## config.mk

```make
export PLATFORM = sky130hd
export DESIGN_NAME = response_frame_finder_top
export DESIGN_NICKNAME = d
export VERILOG_FILES = /design/src/rtl/rff_pkg.sv /design/src/rtl/rff_parser.sv /design/src/rtl/rff_out_fifo.sv /design/src/rtl/response_frame_finder_top.sv
export SDC_FILE = /design/constraint.sdc
export NUM_CORES = 1
export LEC_CHECK = 0
export BUFFER_PORTS_ARGS = -buffer_cell sky130_fd_sc_hd__buf_4
export CORE_MARGIN = 5
export CORE_UTILIZATION = 30
export CTS_BUF_LIST = sky130_fd_sc_hd__clkbuf_16
export DETAILED_ROUTE_END_ITERATION = 6
export PLACE_DENSITY_LB_ADDON = 0.08
export SLEW_MARGIN = 20
export SYNTH_ARGS = -nofsm -noshare
export SYNTH_HDL_FRONTEND = slang
export SYNTH_SLANG_ARGS = --single-unit
```

## constraint.sdc

```tcl
create_clock -name clk -period 11 [get_ports clk]
set_input_delay 2.2 -clock clk [delete_from_list [all_inputs] [get_ports clk]]
set_output_delay 2.2 -clock clk [all_outputs]
set_load 0.02 [all_outputs]
```

## src/rtl/rff_pkg.sv

```systemverilog
`default_nettype none

package rff_pkg;

    localparam int FIFO_DEPTH = 4;

    localparam logic [2:0] STATUS_ACCEPTED  = 3'd0;
    localparam logic [2:0] STATUS_WRONG_ID  = 3'd1;
    localparam logic [2:0] STATUS_WRONG_CMD = 3'd2;
    localparam logic [2:0] STATUS_ERROR_BIT = 3'd3;
    localparam logic [2:0] STATUS_BAD_SUM   = 3'd4;
    localparam logic [2:0] STATUS_TRUNCATED = 3'd5;
    localparam logic [2:0] STATUS_NONE      = 3'd6;

    localparam logic [0:0] CFG_HAND_ID = 1'd0;
    localparam logic [0:0] CFG_COMMAND = 1'd1;

    localparam logic [7:0] HDR_FIRST = 8'h55;
    localparam logic [7:0] HDR_SECOND = 8'hAA;
    localparam logic [7:0] CMD_MASK = 8'h7F;
    localparam logic [7:0] CMD_ERR_BIT = 8'h80;

    typedef struct packed {
        logic [7:0] rx_byte;
        logic       buffer_end;
    } item_t;

    typedef struct packed {
        logic [2:0]  status;
        logic [7:0]  command_code;
        logic [7:0]  payload_length;
        logic [63:0] payload_head;
        logic        end_of_search;
    } result_t;

    // up to two results from one byte; v1 only ever set together with v0
    typedef struct packed {
        logic    v0;
        logic    v1;
        result_t w0;
        result_t w1;
    } push_t;

endpackage

`default_nettype wire

```

## src/rtl/rff_parser.sv

```systemverilog
`default_nettype none

module rff_parser #(
    parameter int HEAD_BYTES = 8
) (
    input  wire logic          clk,
    input  wire logic          rst_n,
    input  wire logic          item_valid,
    output logic               item_stall,
    input  wire rff_pkg::item_t item,
    input  wire logic          cfg_we,
    input  wire logic [0:0]    cfg_index,
    input  wire logic [7:0]    cfg_data,
    input  wire logic          room,
    output rff_pkg::push_t     push
);
    import rff_pkg::*;

    localparam logic [2:0] PH_HUNT1   = 3'd0;
    localparam logic [2:0] PH_HUNT2   = 3'd1;
    localparam logic [2:0] PH_MASTER  = 3'd2;
    localparam logic [2:0] PH_ID      = 3'd3;
    localparam logic [2:0] PH_CMD     = 3'd4;
    localparam logic [2:0] PH_LEN     = 3'd5;
    localparam logic [2:0] PH_PAYLOAD = 3'd6;
    localparam logic [2:0] PH_CHECK   = 3'd7;

    logic        item_valid_reg;
    item_t       item_reg;
    logic        proceed;

    logic [7:0]  hand_id_reg;
    logic [6:0]  command_reg;

    logic [2:0]  phase_reg, phase_next;
    logic [7:0]  offset_reg, offset_next;
    logic [7:0]  id_reg, id_next;
    logic [7:0]  cmd_reg, cmd_next;
    logic [7:0]  len_reg, len_next;
    logic [7:0]  xor_reg, xor_next;
    logic [63:0] head_reg, head_next;
    logic        acc_reg, acc_next;

    logic [7:0]  b;
    logic [2:0]  chk_status;
    result_t     fin;
    push_t       res;

    assign proceed    = item_valid_reg && room;
    assign item_stall = item_valid_reg && !proceed;

    always_ff @(posedge clk or negedge rst_n)
    begin
        if (!rst_n)
        begin
            item_valid_reg <= 1'b0;
            item_reg       <= '0;
        end
        else
        begin
            if (item_valid && !item_stall)
            begin
                item_valid_reg <= 1'b1;
                item_reg       <= item;
            end
            else if (proceed)
            begin
                item_valid_reg <= 1'b0;
            end
        end
    end

    always_ff @(posedge clk or negedge rst_n)
    begin
        if (!rst_n)
        begin
            hand_id_reg <= '0;
            command_reg <= '0;
        end
        else if (cfg_we)
        begin
            case (cfg_index)
                CFG_HAND_ID: hand_id_reg <= cfg_data;
                CFG_COMMAND: command_reg <= cfg_data[6:0];
                default:     hand_id_reg <= hand_id_reg;
            endcase
        end
    end

    always_comb
    begin
        b           = item_reg.rx_byte;
        phase_next  = phase_reg;
        offset_next = offset_reg;
        id_next     = id_reg;
        cmd_next    = cmd_reg;
        len_next    = len_reg;
        xor_next    = xor_reg;
        head_next   = head_reg;
        acc_next    = acc_reg;
        chk_status  = STATUS_ACCEPTED;
        res         = '0;
        fin         = '0;

        if (!acc_reg)
        begin
            case (phase_reg)
                PH_HUNT1:
                begin
                    if (b == HDR_FIRST)
                        phase_next = PH_HUNT2;
                end
                PH_HUNT2:
                begin
                    if (b == HDR_SECOND)
                    begin
                        phase_next  = PH_MASTER;
                        offset_next = '0;
                        id_next     = '0;
                        cmd_next    = '0;
                        len_next    = '0;
                        xor_next    = '0;
                        head_next   = '0;
                    end
                    else if (b != HDR_FIRST)
                    begin
                        phase_next = PH_HUNT1;
                    end
                end
                PH_MASTER:
                begin
                    xor_next   = b;
                    phase_next = PH_ID;
                end
                PH_ID:
                begin
                    id_next    = b;
                    xor_next   = xor_reg ^ b;
                    phase_next = PH_CMD;
                end
                PH_CMD:
                begin
                    cmd_next   = b;
                    xor_next   = xor_reg ^ b;
                    phase_next = PH_LEN;
                end
                PH_LEN:
                begin
                    len_next    = b;
                    xor_next    = xor_reg ^ b;
                    offset_next = '0;
                    phase_next  = (b == 8'd0) ? PH_CHECK : PH_PAYLOAD;
                end
                PH_PAYLOAD:
                begin
                    for (int i = 0; i < 8; i++)
                    begin
                        if (i < HEAD_BYTES && offset_reg == 8'(i))
                            head_next[8*i +: 8] = head_reg[8*i +: 8] | b;
                    end
                    xor_next    = xor_reg ^ b;
                    offset_next = offset_reg + 8'd1;
                    if (offset_next == len_reg)
                        phase_next = PH_CHECK;
                end
                PH_CHECK:
                begin
                    // priority: id, command, error bit, checksum
                    if (id_reg != hand_id_reg)
                        chk_status = STATUS_WRONG_ID;
                    else if ((cmd_reg & CMD_MASK) != {1'b0, command_reg})
                        chk_status = STATUS_WRONG_CMD;
                    else if ((cmd_reg & CMD_ERR_BIT) != 8'd0)
                        chk_status = STATUS_ERROR_BIT;
                    else if (xor_reg != b)
                        chk_status = STATUS_BAD_SUM;
                    else
                        chk_status = STATUS_ACCEPTED;
                    res.v0                 = 1'b1;
                    res.w0.status          = chk_status;
                    res.w0.command_code    = cmd_reg;
                    res.w0.payload_length  = len_reg;
                    res.w0.payload_head    = head_reg;
                    res.w0.end_of_search   = (chk_status == STATUS_ACCEPTED);
                    acc_next   = (chk_status == STATUS_ACCEPTED);
                    phase_next = PH_HUNT1;
                end
                default:
                begin
                    phase_next = PH_HUNT1;
                end
            endcase
        end

        if (item_reg.buffer_end)
        begin
            if (!acc_next)
            begin
                fin.end_of_search = 1'b1;
                if (phase_next == PH_HUNT1 || phase_next == PH_HUNT2)
                begin
                    fin.status = STATUS_NONE;
                end
                else
                begin
                    fin.status         = STATUS_TRUNCATED;
                    fin.command_code   = cmd_next;
                    fin.payload_length = len_next;
                    fin.payload_head   = head_next;
                end
                if (res.v0)
                begin
                    res.v1 = 1'b1;
                    res.w1 = fin;
                end
                else
                begin
                    res.v0 = 1'b1;
                    res.w0 = fin;
                end
            end
            phase_next  = PH_HUNT1;
            offset_next = '0;
            id_next     = '0;
            cmd_next    = '0;
            len_next    = '0;
            xor_next    = '0;
            head_next   = '0;
            acc_next    = 1'b0;
        end

        push    = res;
        push.v0 = res.v0 && proceed;
        push.v1 = res.v1 && proceed;
    end

    always_ff @(posedge clk or negedge rst_n)
    begin
        if (!rst_n)
        begin
            phase_reg  <= PH_HUNT1;
            offset_reg <= '0;
            id_reg     <= '0;
            cmd_reg    <= '0;
            len_reg    <= '0;
            xor_reg    <= '0;
            head_reg   <= '0;
            acc_reg    <= 1'b0;
        end
        else if (proceed)
        begin
            phase_reg  <= phase_next;
            offset_reg <= offset_next;
            id_reg     <= id_next;
            cmd_reg    <= cmd_next;
            len_reg    <= len_next;
            xor_reg    <= xor_next;
            head_reg   <= head_next;
            acc_reg    <= acc_next;
        end
    end

    a_second_needs_first: assert property (@(posedge clk) disable iff (!rst_n)
        push.v1 |-> push.v0)
        else $error("second result pushed without first");

    a_accept_parks_hunt: assert property (@(posedge clk) disable iff (!rst_n)
        acc_reg |-> phase_reg == PH_HUNT1)
        else $error("accepted flag set outside hunt phase");

    a_held_word_waits: assert property (@(posedge clk) disable iff (!rst_n)
        (item_valid_reg && !room) |=> (item_valid_reg && $stable(item_reg)))
        else $error("held word lost while result queue full");

    a_push_only_on_step: assert property (@(posedge clk) disable iff (!rst_n)
        push.v0 |-> proceed)
        else $error("result pushed without a processed word");

endmodule

`default_nettype wire

```

## src/rtl/rff_out_fifo.sv

```systemverilog
`default_nettype none

module rff_out_fifo (
    input  wire logic             clk,
    input  wire logic             rst_n,
    input  wire rff_pkg::push_t   push,
    output logic                  room,
    output logic                  result_valid,
    input  wire logic             result_stall,
    output rff_pkg::result_t      result
);
    import rff_pkg::*;

    localparam int PW = $clog2(FIFO_DEPTH);
    localparam int CW = $clog2(FIFO_DEPTH + 1);

    result_t         mem [FIFO_DEPTH];
    logic [PW-1:0]   wr_ptr_reg;
    logic [PW-1:0]   rd_ptr_reg;
    logic [CW-1:0]   count_reg;
    logic [CW-1:0]   count_next;
    logic            pop;
    logic [CW-1:0]   n_push;
    logic [CW-1:0]   after_pop;

    assign result_valid = (count_reg != '0);
    assign result       = mem[rd_ptr_reg];
    assign pop          = result_valid && !result_stall;
    assign after_pop    = count_reg - CW'(pop);
    // room for two results after this cycle's pop
    assign room         = after_pop <= CW'(FIFO_DEPTH - 2);
    assign n_push       = CW'(push.v0) + CW'(push.v1);
    assign count_next   = after_pop + n_push;

    always_ff @(posedge clk)
    begin
        if (push.v0)
            mem[wr_ptr_reg] <= push.w0;
        if (push.v1)
            mem[wr_ptr_reg + PW'(1)] <= push.w1;
    end

    always_ff @(posedge clk or negedge rst_n)
    begin
        if (!rst_n)
        begin
            wr_ptr_reg <= '0;
            rd_ptr_reg <= '0;
            count_reg  <= '0;
        end
        else
        begin
            wr_ptr_reg <= wr_ptr_reg + PW'(n_push);
            rd_ptr_reg <= rd_ptr_reg + PW'(pop);
            count_reg  <= count_next;
        end
    end

    a_no_overflow: assert property (@(posedge clk) disable iff (!rst_n)
        count_reg <= CW'(FIFO_DEPTH))
        else $error("result queue overflow");

    a_push_has_room: assert property (@(posedge clk) disable iff (!rst_n)
        push.v0 |-> room)
        else $error("result pushed without room");

    a_count_tracks: assert property (@(posedge clk) disable iff (!rst_n)
        1'b1 |=> count_reg == $past(count_next))
        else $error("queue count mismatch");

endmodule

`default_nettype wire

```

## src/rtl/response_frame_finder_top.sv

```systemverilog
// channel  | valid        | stall        | word
// ---------+--------------+--------------+------------------------------
// item     | item_valid   | item_stall   | item   (rx_byte, buffer_end)
// result   | result_valid | result_stall | result (status .. end_of_search)
// config   | cfg_we       | -            | cfg_index, cfg_data
//
// One byte per cycle unless stalled: a byte sits in the input register while
// the frame parser updates its state and pushes zero, one or two results.
// Results leave through a 4-entry queue; the input stalls only when that
// queue could not take two more results after this cycle's pop.
// Reset clears the search state, the queue and both registers to zero.
`default_nettype none

module response_frame_finder_top #(
    parameter int HEAD_BYTES = 8
) (
    input  wire logic             clk,
    input  wire logic             rst_n,
    input  wire logic             item_valid,
    output logic                  item_stall,
    input  wire rff_pkg::item_t   item,
    output logic                  result_valid,
    input  wire logic             result_stall,
    output rff_pkg::result_t      result,
    input  wire logic             cfg_we,
    input  wire logic [0:0]       cfg_index,
    input  wire logic [7:0]       cfg_data
);
    import rff_pkg::*;

    push_t push;
    logic  room;

    rff_parser #(
        .HEAD_BYTES (HEAD_BYTES)
    ) u_parser (
        .clk        (clk),
        .rst_n      (rst_n),
        .item_valid (item_valid),
        .item_stall (item_stall),
        .item       (item),
        .cfg_we     (cfg_we),
        .cfg_index  (cfg_index),
        .cfg_data   (cfg_data),
        .room       (room),
        .push       (push)
    );

    rff_out_fifo u_out_fifo (
        .clk          (clk),
        .rst_n        (rst_n),
        .push         (push),
        .room         (room),
        .result_valid (result_valid),
        .result_stall (result_stall),
        .result       (result)
    );

endmodule

`default_nettype wire
```

==> run metrics, run 1 <==
post-CTS sizing 0; CORE AREA 68,700 sq um; synth warn 0; power density cells 246 nW/um^2; initial antenna violation count 0; Total Wirelength 59,400 um; crit share post-route 0.541; via count 13,047; Max Freq 168 MHz; status completed; #FFs+latches synth 476; # DRC 0; # IOs 109; Syn Area/Cell 13.1 sq um; Hold Fails Final Rpt 0; Main synth FF type edfxtp_1; actual slew at the worst max-slew pin 1.09 ns; post-synthesis compound-gate area fraction 0.0745; final setup violation count 0; RSZ-0062 raised after global routing false; Antenna Violating Nets Remaining 0; commonest non-fill, non-tap cells in the layout 431 x nor2_1, 336 x edfxtp_1, 138 x buf_4, 138 x dfrtp_1, 127 x a21oi_1; Syn Nets 1,626; WL per Instance 22.4 um; Placed Area 22,600 sq um; asr flop ratio synth 0.294; Critical Path End Type primary output; max-cap violation count 0; post-synth cell types 59; Diodes inserted 0; CP Data Arrival Time 3.75 ns; TritonRoute pass-1 iters 6; FILL cells 6,801; Worst R2R Start u_out_fifo.count_reg[2]$_DFF_PN0_; port bufs 108; CTS tree yes; die height 274 um; Critical path origin u_out_fifo.rd_ptr_reg[0]$_DFF_PN0_; 1st-iter DRT viols 1,075; Synth Area in Simple Gates 0.115; clk_skew 0.0247 ns; share of cells above drive strength 1 0.202; gr usage total 0.159; area share of the largest cell type after synthesis 0.484; first-pass GRT wire length 90,200 um; Worst setup SP type flop; Min Hold Slack 0.491 ns; htree depth 2; Hold Buf Count CTS 0; Clock transition at path regs 0.06 ns; CP max FO 33; largest net degree at the start of global routing 82; max_slew headroom 0.273; Final Max Slew Viols 0; Die W 274 um; Final Cell Area 24,400 sq um; clock root cell clkbuf_16; Register-to-Register Path Depth 10; CP required 8.80 ns; CTS Buf Count 55; die area 74,800 sq um; EDFF count, synth 336; GPL Wtd Cong 0.794; post-layout min period 5.95 ns; clock sinks 476; vias in the first global route 13,731; clock latency on the worst-skew pair 0.61 ns; Crit Path Class reg2out; Post-CTS Setup Repair Bufs 0; grt total ovfl 0; combinational family with the most area after synthesis simple AND/OR/NAND/NOR gates; leak pwr 0.00864 uW; XOR/XNOR Fraction of Synth Area 0.0184; hold path cells 2; post-synthesis cell area 20,800 sq um; HP Class reg2reg; mux contribution to synthesized area 0.104; max reg flops 336; Nets 1,714; Row Count 96; Worst Hold Launch u_parser.head_reg[39]$_DFFE_PN0P_; peak supply drop 131 uV; Initial Utilization 0.303; Seq/Total Area, Yosys 0.652; top cells by area, synth edfxtp_1 48%, dfrtp_1 17%, mux4_2 9.1%, nor2_1 7.8%, a21oi_1 3.1%; cell taking the most area after synthesis edfxtp_1; clock buffer depth 3; area grow syn2layout 17.0%; setup TNS 0 ns; most common cell after layout, fill and taps aside nor2_1; vias per std cell 4.91; Cells after Synth 1,592; post-synthesis adder-cell area fraction 0.00696; post-detail-place hpwl 35,200 um
==> cells in the mapped netlist, types with 12 or more instances <==
master	n
xor2_1	25
clkbuf_1	34
o21ai_0	57
xnor2_1	16
a21oi_1	127
mux4_2	84
inv_1	19
buf_1	16
nor2_1	431
nand2_1	30
a22o_1	18
nand2b_1	12
buf_2	45
mux2_2	24
a22oi_1	24
edfxtp_1	336
and2_1	16
dfrtp_1	140
nor2b_1	14
==> per-layer routing <==
layer	up-vias	GRT usage	wire length, um
met3	68	0.0307	2750
met4	0	0.0337	1040
met5	-	0	0
met2	278	0.265	28900
met1	6739	0.218	26700
li1	5962	-	-
==> layout make-up <==
class	count	area, sq um	share of cell area
flip-flops and latches	476	13600	0.558
multi-input cells	988	6740	0.276
clock buffers	58	1450	0.0595
well taps	931	1160	0.0478
repair buffers	139	1050	0.0429
clock inverters	45	305	0.0125
inverters	20	75.1	0.00308
==> power by group <==
group | internal [uW] | switching, uW
logic | 717 | 1110
clock network | 1040 | 741
registers | 2200 | 190
==> critical path, cell delays in order (launching register included) <==
cell and delay (ns):
dfrtp_4 0.76, buf_4 0.67, buf_4 0.72, mux4_2 0.70, buf_4 0.20
==> worst paths after layout <==
kind	end	slack (ns)
hold reg to reg	u_parser.head_reg[39]$_DFFE_PN0P_	0.49
hold / removal	u_parser.head_reg[39]$_DFFE_PN0P_	0.49
min in group asynchronous	u_parser.head_reg[20]$_DFFE_PN0P_	1.63
setup reg to reg	u_out_fifo.mem[1][59]$_DFFE_PP_	6.17
setup / recovery	result[0]	5.05
max in group asynchronous	u_parser.head_reg[54]$_DFFE_PN0P_	8.00
==> cell families after synthesis <==
group,count (synthesis)
DFF,476
muxes,108
buffers and inverters,128
and+or+nand+nor,560
adders and majority gates,11
xor gates and xnor gates,42
AOI/OAI and AO/OA,267
==> metrics by stage <==
step	setup slack, ns	cells	util	power (uW)
2_1_floorplan	2.52	1592	-	3550
3_3_place_gp	4.41	2554	0.329	4310
3_5_place_dp	4.44	2554	0.329	4320
4_1_cts	4.85	2657	0.355	6130
5_1_grt	4.71	2657	0.355	6310
6_report	5.05	2657	0.355	6000
Note: power is estimated with default switching activity, not from simulation.
==> run 2, diff against run 1 <==
Settings changed: ABC_AREA from default to 1.
Clock period 11 ns to 4.8 ns, I/O delays scaled along.
==> run metrics, run 2 <==
largest net degree at the start of global routing 114; final setup violation count 0; #FFs+latches synth 476; CP max FO 39; first-pass GRT wire length 120,000 um; Nets 2,611; Critical Path End Type primary output; port bufs 108; max reg flops 336; clk_skew 0.0158 ns; post-synthesis adder-cell area fraction 0.00613; clock root cell clkbuf_16; power density cells 616 nW/um^2; 1st-iter DRT viols 1,415; gr usage total 0.183; # DRC 0; asr flop ratio synth 0.294; combinational family with the most area after synthesis simple AND/OR/NAND/NOR gates; post-layout min period 3.87 ns; Hold Buf Count CTS 0; share of cells above drive strength 1 0.150; die area 84,600 sq um; CP Data Arrival Time 2.91 ns; clock latency on the worst-skew pair 0.61 ns; Worst R2R Start u_out_fifo.count_reg[2]$_DFF_PN0_; CORE AREA 78,600 sq um; Row Count 103; initial antenna violation count 1; Critical path origin u_out_fifo.rd_ptr_reg[1]$_DFF_PN0_; top cells by area, synth edfxtp_1 43%, dfrtp_1 15%, a21oi_1 6.9%, nand2_1 6.9%, o21ai_0 5.2%; area share of the largest cell type after synthesis 0.426; Clock transition at path regs 0.06 ns; Max Freq 259 MHz; Final Util 0.351; most common cell in the netlist nand2_1; post-synthesis compound-gate area fraction 0.163; Crit Path Class reg2out; XOR/XNOR Fraction of Synth Area 0.0100; vias in the first global route 18,826; most common cell after layout, fill and taps aside nand2_1; grt total ovfl 0; Initial Utilization 0.301; clock buffer depth 3; post-detail-place hpwl 46,000 um; CTS tree yes; FILL cells 8,037; WL per Instance 21.8 um; final worst setup slack 0.933 ns; area grow syn2layout 16.5%; status completed; GPL Wtd Cong 0.791; mux contribution to synthesized area 0.000476; peak supply drop 518 uV; # IOs 109; via count 18,655; Diodes inserted 0; Seq/Total Area, Yosys 0.575; HP Class in2async; RSZ-0062 raised after global routing false; vias per std cell 5.08; actual slew at the worst max-slew pin 1.07 ns; CTS Buf Count 56; Commonest cells post-synth 437 x nand2_1, 336 x edfxtp_1, 328 x a21oi_1; Total Wirelength 80,200 um; max_slew headroom 0.289; commonest non-fill, non-tap cells in the layout 436 x nand2_1, 336 x edfxtp_1, 328 x a21oi_1, 240 x o21ai_0, 229 x nor2_1; Cells after Synth 2,508; Syn Area/Cell 9.43 sq um; Hold Fails Final Rpt 0; crit share post-route 0.806; EDFF count, synth 336; clock sinks 476; cell taking the most area after synthesis edfxtp_1; post-CTS sizing 0; post-synth cell types 42; post-synthesis cell area 23,700 sq um; htree depth 2; Antenna Violating Nets Remaining 0; Final Max Slew Viols 0; Main synth FF type edfxtp_1; reg2reg setup slack 1.27 ns; Die W 291 um; Syn Nets 2,542; Synth Area in Simple Gates 0.178; Worst setup SP type flop; Post-CTS Setup Repair Bufs 0; max-cap violation count 0; leak pwr 0.0107 uW; CP required 3.84 ns; TritonRoute pass-1 iters 6; die height 291 um; synth warn 0; DP Worst Slack 0.698 ns
run 2: cell count changes after synthesis, moves of 137 or more:
cell,before,now
inv_1,19,162
a21oi_1,127,328
nand2_1,30,437
o22ai_1,5,142
o21ai_0,57,244
nor2_1,431,230
run 2: kinds of logic after synthesis:
| kind of cell | after synthesis |
|---|---|
| multiplexers | 1 |
| flip-flops | 476 |
| XOR/XNOR | 27 |
| AO/OA/AOI/OAI | 728 |
| AND/OR/NAND/NOR | 900 |
| adder cells (fa/ha/maj) | 11 |
| buffers and inverters | 365 |
run 2: metal layers:
metal,vias to the layer above,global-route usage,part of all wire
li1,8861,-,-
met1,9261,0.248,0.45
met2,443,0.318,0.49
met3,88,0.0239,0.044
met4,2,0.0355,0.018
met5,-,0,0.00016
run 2: critical path, stage by stage, from the launching register on:
cell and delay, ns:
dfrtp_2 0.99, buf_12 0.34, buf_4 0.31, o21ai_0 0.12, o22ai_1 0.31, buf_4 0.21
run 2: cell type report:
class	instances	area, sq um	area share
flip-flops and latches	476	13600	0.493
multi-input cells	1667	8540	0.310
repair buffers	162	1500	0.0545
clock buffers	58	1450	0.0527
well taps	1050	1310	0.0477
inverters	214	818	0.0297
clock inverters	48	337	0.0122
run 2: path summary, 6_finish.rpt:
path | endpoint | depth (start not counted)
worst max-delay path | result[79] | 5
worst min-delay path | u_parser.head_reg[59]$_DFFE_PN0P_ | 1
worst max register to register | u_parser.offset_reg[2]$_DFFE_PN0P_ | 13
worst min register to register | u_parser.id_reg[3]$_DFFE_PN0P_ | 2
max in group asynchronous | u_parser.len_reg[3]$_DFFE_PN0P_ | 2
min in group clk | u_parser.id_reg[3]$_DFFE_PN0P_ | 2
run 2: report_power, final:
group,total [uW],internal (uW),switching [uW]
Sequential,5610,5180,426
Clock,4200,2440,1760
Combinational,7180,2020,5150
run 2: stage by stage:
| stage | power (uW) | area (sq um) | std cells | hold slack, ns | setup TNS (ns) |
|---|---|---|---|---|---|
| 2_1_floorplan | 10000 | 23700 | 2508 | 0.456 | -147.49 |
| 3_3_place_gp | 13000 | 25700 | 3568 | 0.489 | 0 |
| 3_5_place_dp | 13000 | 25700 | 3568 | 0.487 | 0 |
| 4_1_cts | 17300 | 27500 | 3674 | 0.362 | 0 |
| 5_1_grt | 18000 | 27600 | 3675 | 0.403 | 0 |
| 6_report | 17000 | 27600 | 3675 | 0.367 | 0 |
==> run 3, diff against run 2 <==
Clock period 4.8 ns to 4.03 ns, I/O delays scaled along.
==> run metrics, run 3 (same netlist as run 2, synthesis figures left out) <==
status completed; Non-Filler Instances 3,679; max_slew headroom 0.266; max reg flops 336; CP Data Arrival Time 2.77 ns; RR Endpoint u_out_fifo.mem[2][71]$_DFFE_PP_; port bufs 108; CP required 3.22 ns; Seq pwr share 0.322; Clock transition at path regs 0.06 ns; GPL Wtd Cong 0.794; CORE AREA 78,600 sq um; vias in the first global route 18,923; # IOs 109; Diodes inserted 0; GRT met3 Usage 0.0267; final setup violation count 0; clock buffer depth 3; CTS Buf Count 57; Internal 11,600 uW; Die W 291 um; CP max FO 169; actual slew at the worst max-slew pin 1.10 ns; Worst setup endpoint result[76]; CTS tree yes; peak supply drop 463 uV; clock latency on the worst-skew pair 0.61 ns; area grow syn2layout 16.7%; Crit Path Class reg2out; Sw Ratio 0.434; Psw 8910 uW; initial antenna violation count 0; setup TNS 0 ns; Total Wirelength 81,000 um; FILL cells 8,100; WL per Instance 22.0 um; power density cells 743 nW/um^2; clk_skew 0.0164 ns; first-pass GRT wire length 122,000 um; grt total ovfl 0; reg2reg setup slack 0.74 ns; Critical path origin u_out_fifo.rd_ptr_reg[0]$_DFF_PN0_; Clk pwr share 0.248; Initial Utilization 0.301; TritonRoute pass-1 iters 7; Nets 2,615; Register-to-Register Path Depth 10; global-route track usage on met2 0.318; Hold Fails Final Rpt 0; max-cap violation count 0; Final Max Slew Viols 0; Critical Path End Type primary output; Cells after DPL 3,571; Max Freq 280 MHz; RSZ-0062 raised after global routing false; leak pwr 0.0106 uW; share of cells above drive strength 1 0.156; post-CTS sizing 0; crit share post-route 0.887; post-detail-place hpwl 46,700 um; most common cell after layout, fill and taps aside nand2_1; clock sinks 476; most used routing layer met2; largest net degree at the start of global routing 170; Row Count 103; grt met1 use 0.256; HP Class in2reg; htree depth 2; # DRC 0; die area 84,600 sq um; Worst R2R Start u_out_fifo.count_reg[1]$_DFF_PN0_; die height 291 um; clock root cell clkbuf_16; Worst setup SP type flop; post-layout min period 3.57 ns; combinational share of power 0.429; 1st-iter DRT viols 1,272; gr usage total 0.187; commonest non-fill, non-tap cells in the layout 436 x nand2_1, 336 x edfxtp_1, 328 x a21oi_1, 239 x o21ai_0, 228 x nor2_1; vias per std cell 5.05; Antenna Violating Nets Remaining 0; via count 18,582
## run 3: cell types whose count changed in the layout (fill, tap and decap cells not counted), moves of 2 or more
cell | before | now
inv_1 | 180 | 170
clkinv_2 | 11 | 19
buf_4 | 139 | 144
buf_12 | 21 | 19
clkinv_1 | 53 | 55
ha_1 | 10 | 8
## run 3: per-stage QoR
stage | utilization | area [sq um] | hold WS [ns] | setup slack (ns) | total power, uW
after global routing | 0.351 | 27600 | 0.423 | 0.270 | 21700
after floorplan | - | 23800 | 0.456 | -0.177 | 12000
after CTS | 0.351 | 27600 | 0.399 | 0.384 | 20900
after detailed placement | 0.328 | 25800 | 0.490 | 0.337 | 15700
final | 0.351 | 27600 | 0.435 | 0.456 | 20500
after global placement | 0.328 | 25800 | 0.489 | 0.434 | 15700
## run 3: worst min-delay path by stage
| stage | from | to | cells past startpoint |
|---|---|---|---|
| 3_5_place_dp | u_parser.id_reg[6]$_DFFE_PN0P_ | u_parser.id_reg[6]$_DFFE_PN0P_ | 2 |
| 5_1_grt | cfg_data[7] | u_parser.hand_id_reg[7]$_DFFE_PN0P_ | 2 |
| 3_3_place_gp | u_parser.id_reg[0]$_DFFE_PN0P_ | u_parser.id_reg[0]$_DFFE_PN0P_ | 2 |
| 6_report | cfg_data[7] | u_parser.hand_id_reg[7]$_DFFE_PN0P_ | 2 |
| 4_1_cts | cfg_data[7] | u_parser.hand_id_reg[7]$_DFFE_PN0P_ | 2 |
| 2_1_floorplan | u_parser.id_reg[4]$_DFFE_PN0P_ | u_parser.id_reg[4]$_DFFE_PN0P_ | 2 |
## run 3: final cells by class
class	instances	area, sq um	share of cell area
Tap cell	1050	1310	0.0476
Multi-Input combinational cell	1667	8570	0.311
Timing Repair Buffer	165	1480	0.0537
Clock buffer	59	1480	0.0535
Inverter	214	818	0.0296
Clock inverter	48	349	0.0126
Sequential cell	476	13600	0.492
## run 3: worst max-delay path, stage by stage, from the launching register on
cell,delay (ns)
dfrtp_4,0.45
buf_12,0.59
o21ai_0,0.24
o22ai_1,0.50
buf_4,0.25
## run 3: what timing repair did
action                     in CTS  in global routing
hold buffers                    1                  0
hold endpoints to repair        8                  0
setup buffers                   0                  0
setup endpoints to repair       0                  0
## run 3: power by group through the flow
stage | clock, uW | combinational [uW] | sequential (uW)
2_1_floorplan | 0 | 5450 | 6550
3_3_place_gp | 0 | 9000 | 6700
3_5_place_dp | 0 | 9020 | 6710
4_1_cts | 5230 | 9030 | 6620
5_1_grt | 5430 | 9550 | 6690
6_report | 5090 | 8800 | 6610
## run 3: metal layers
metal  vias to the layer above  routed length (um)
li1                       8858                   -
met1                      9256               37000
met2                       377               39200
met3                        91                3240
met4                         0                1510
met5                         -                   0
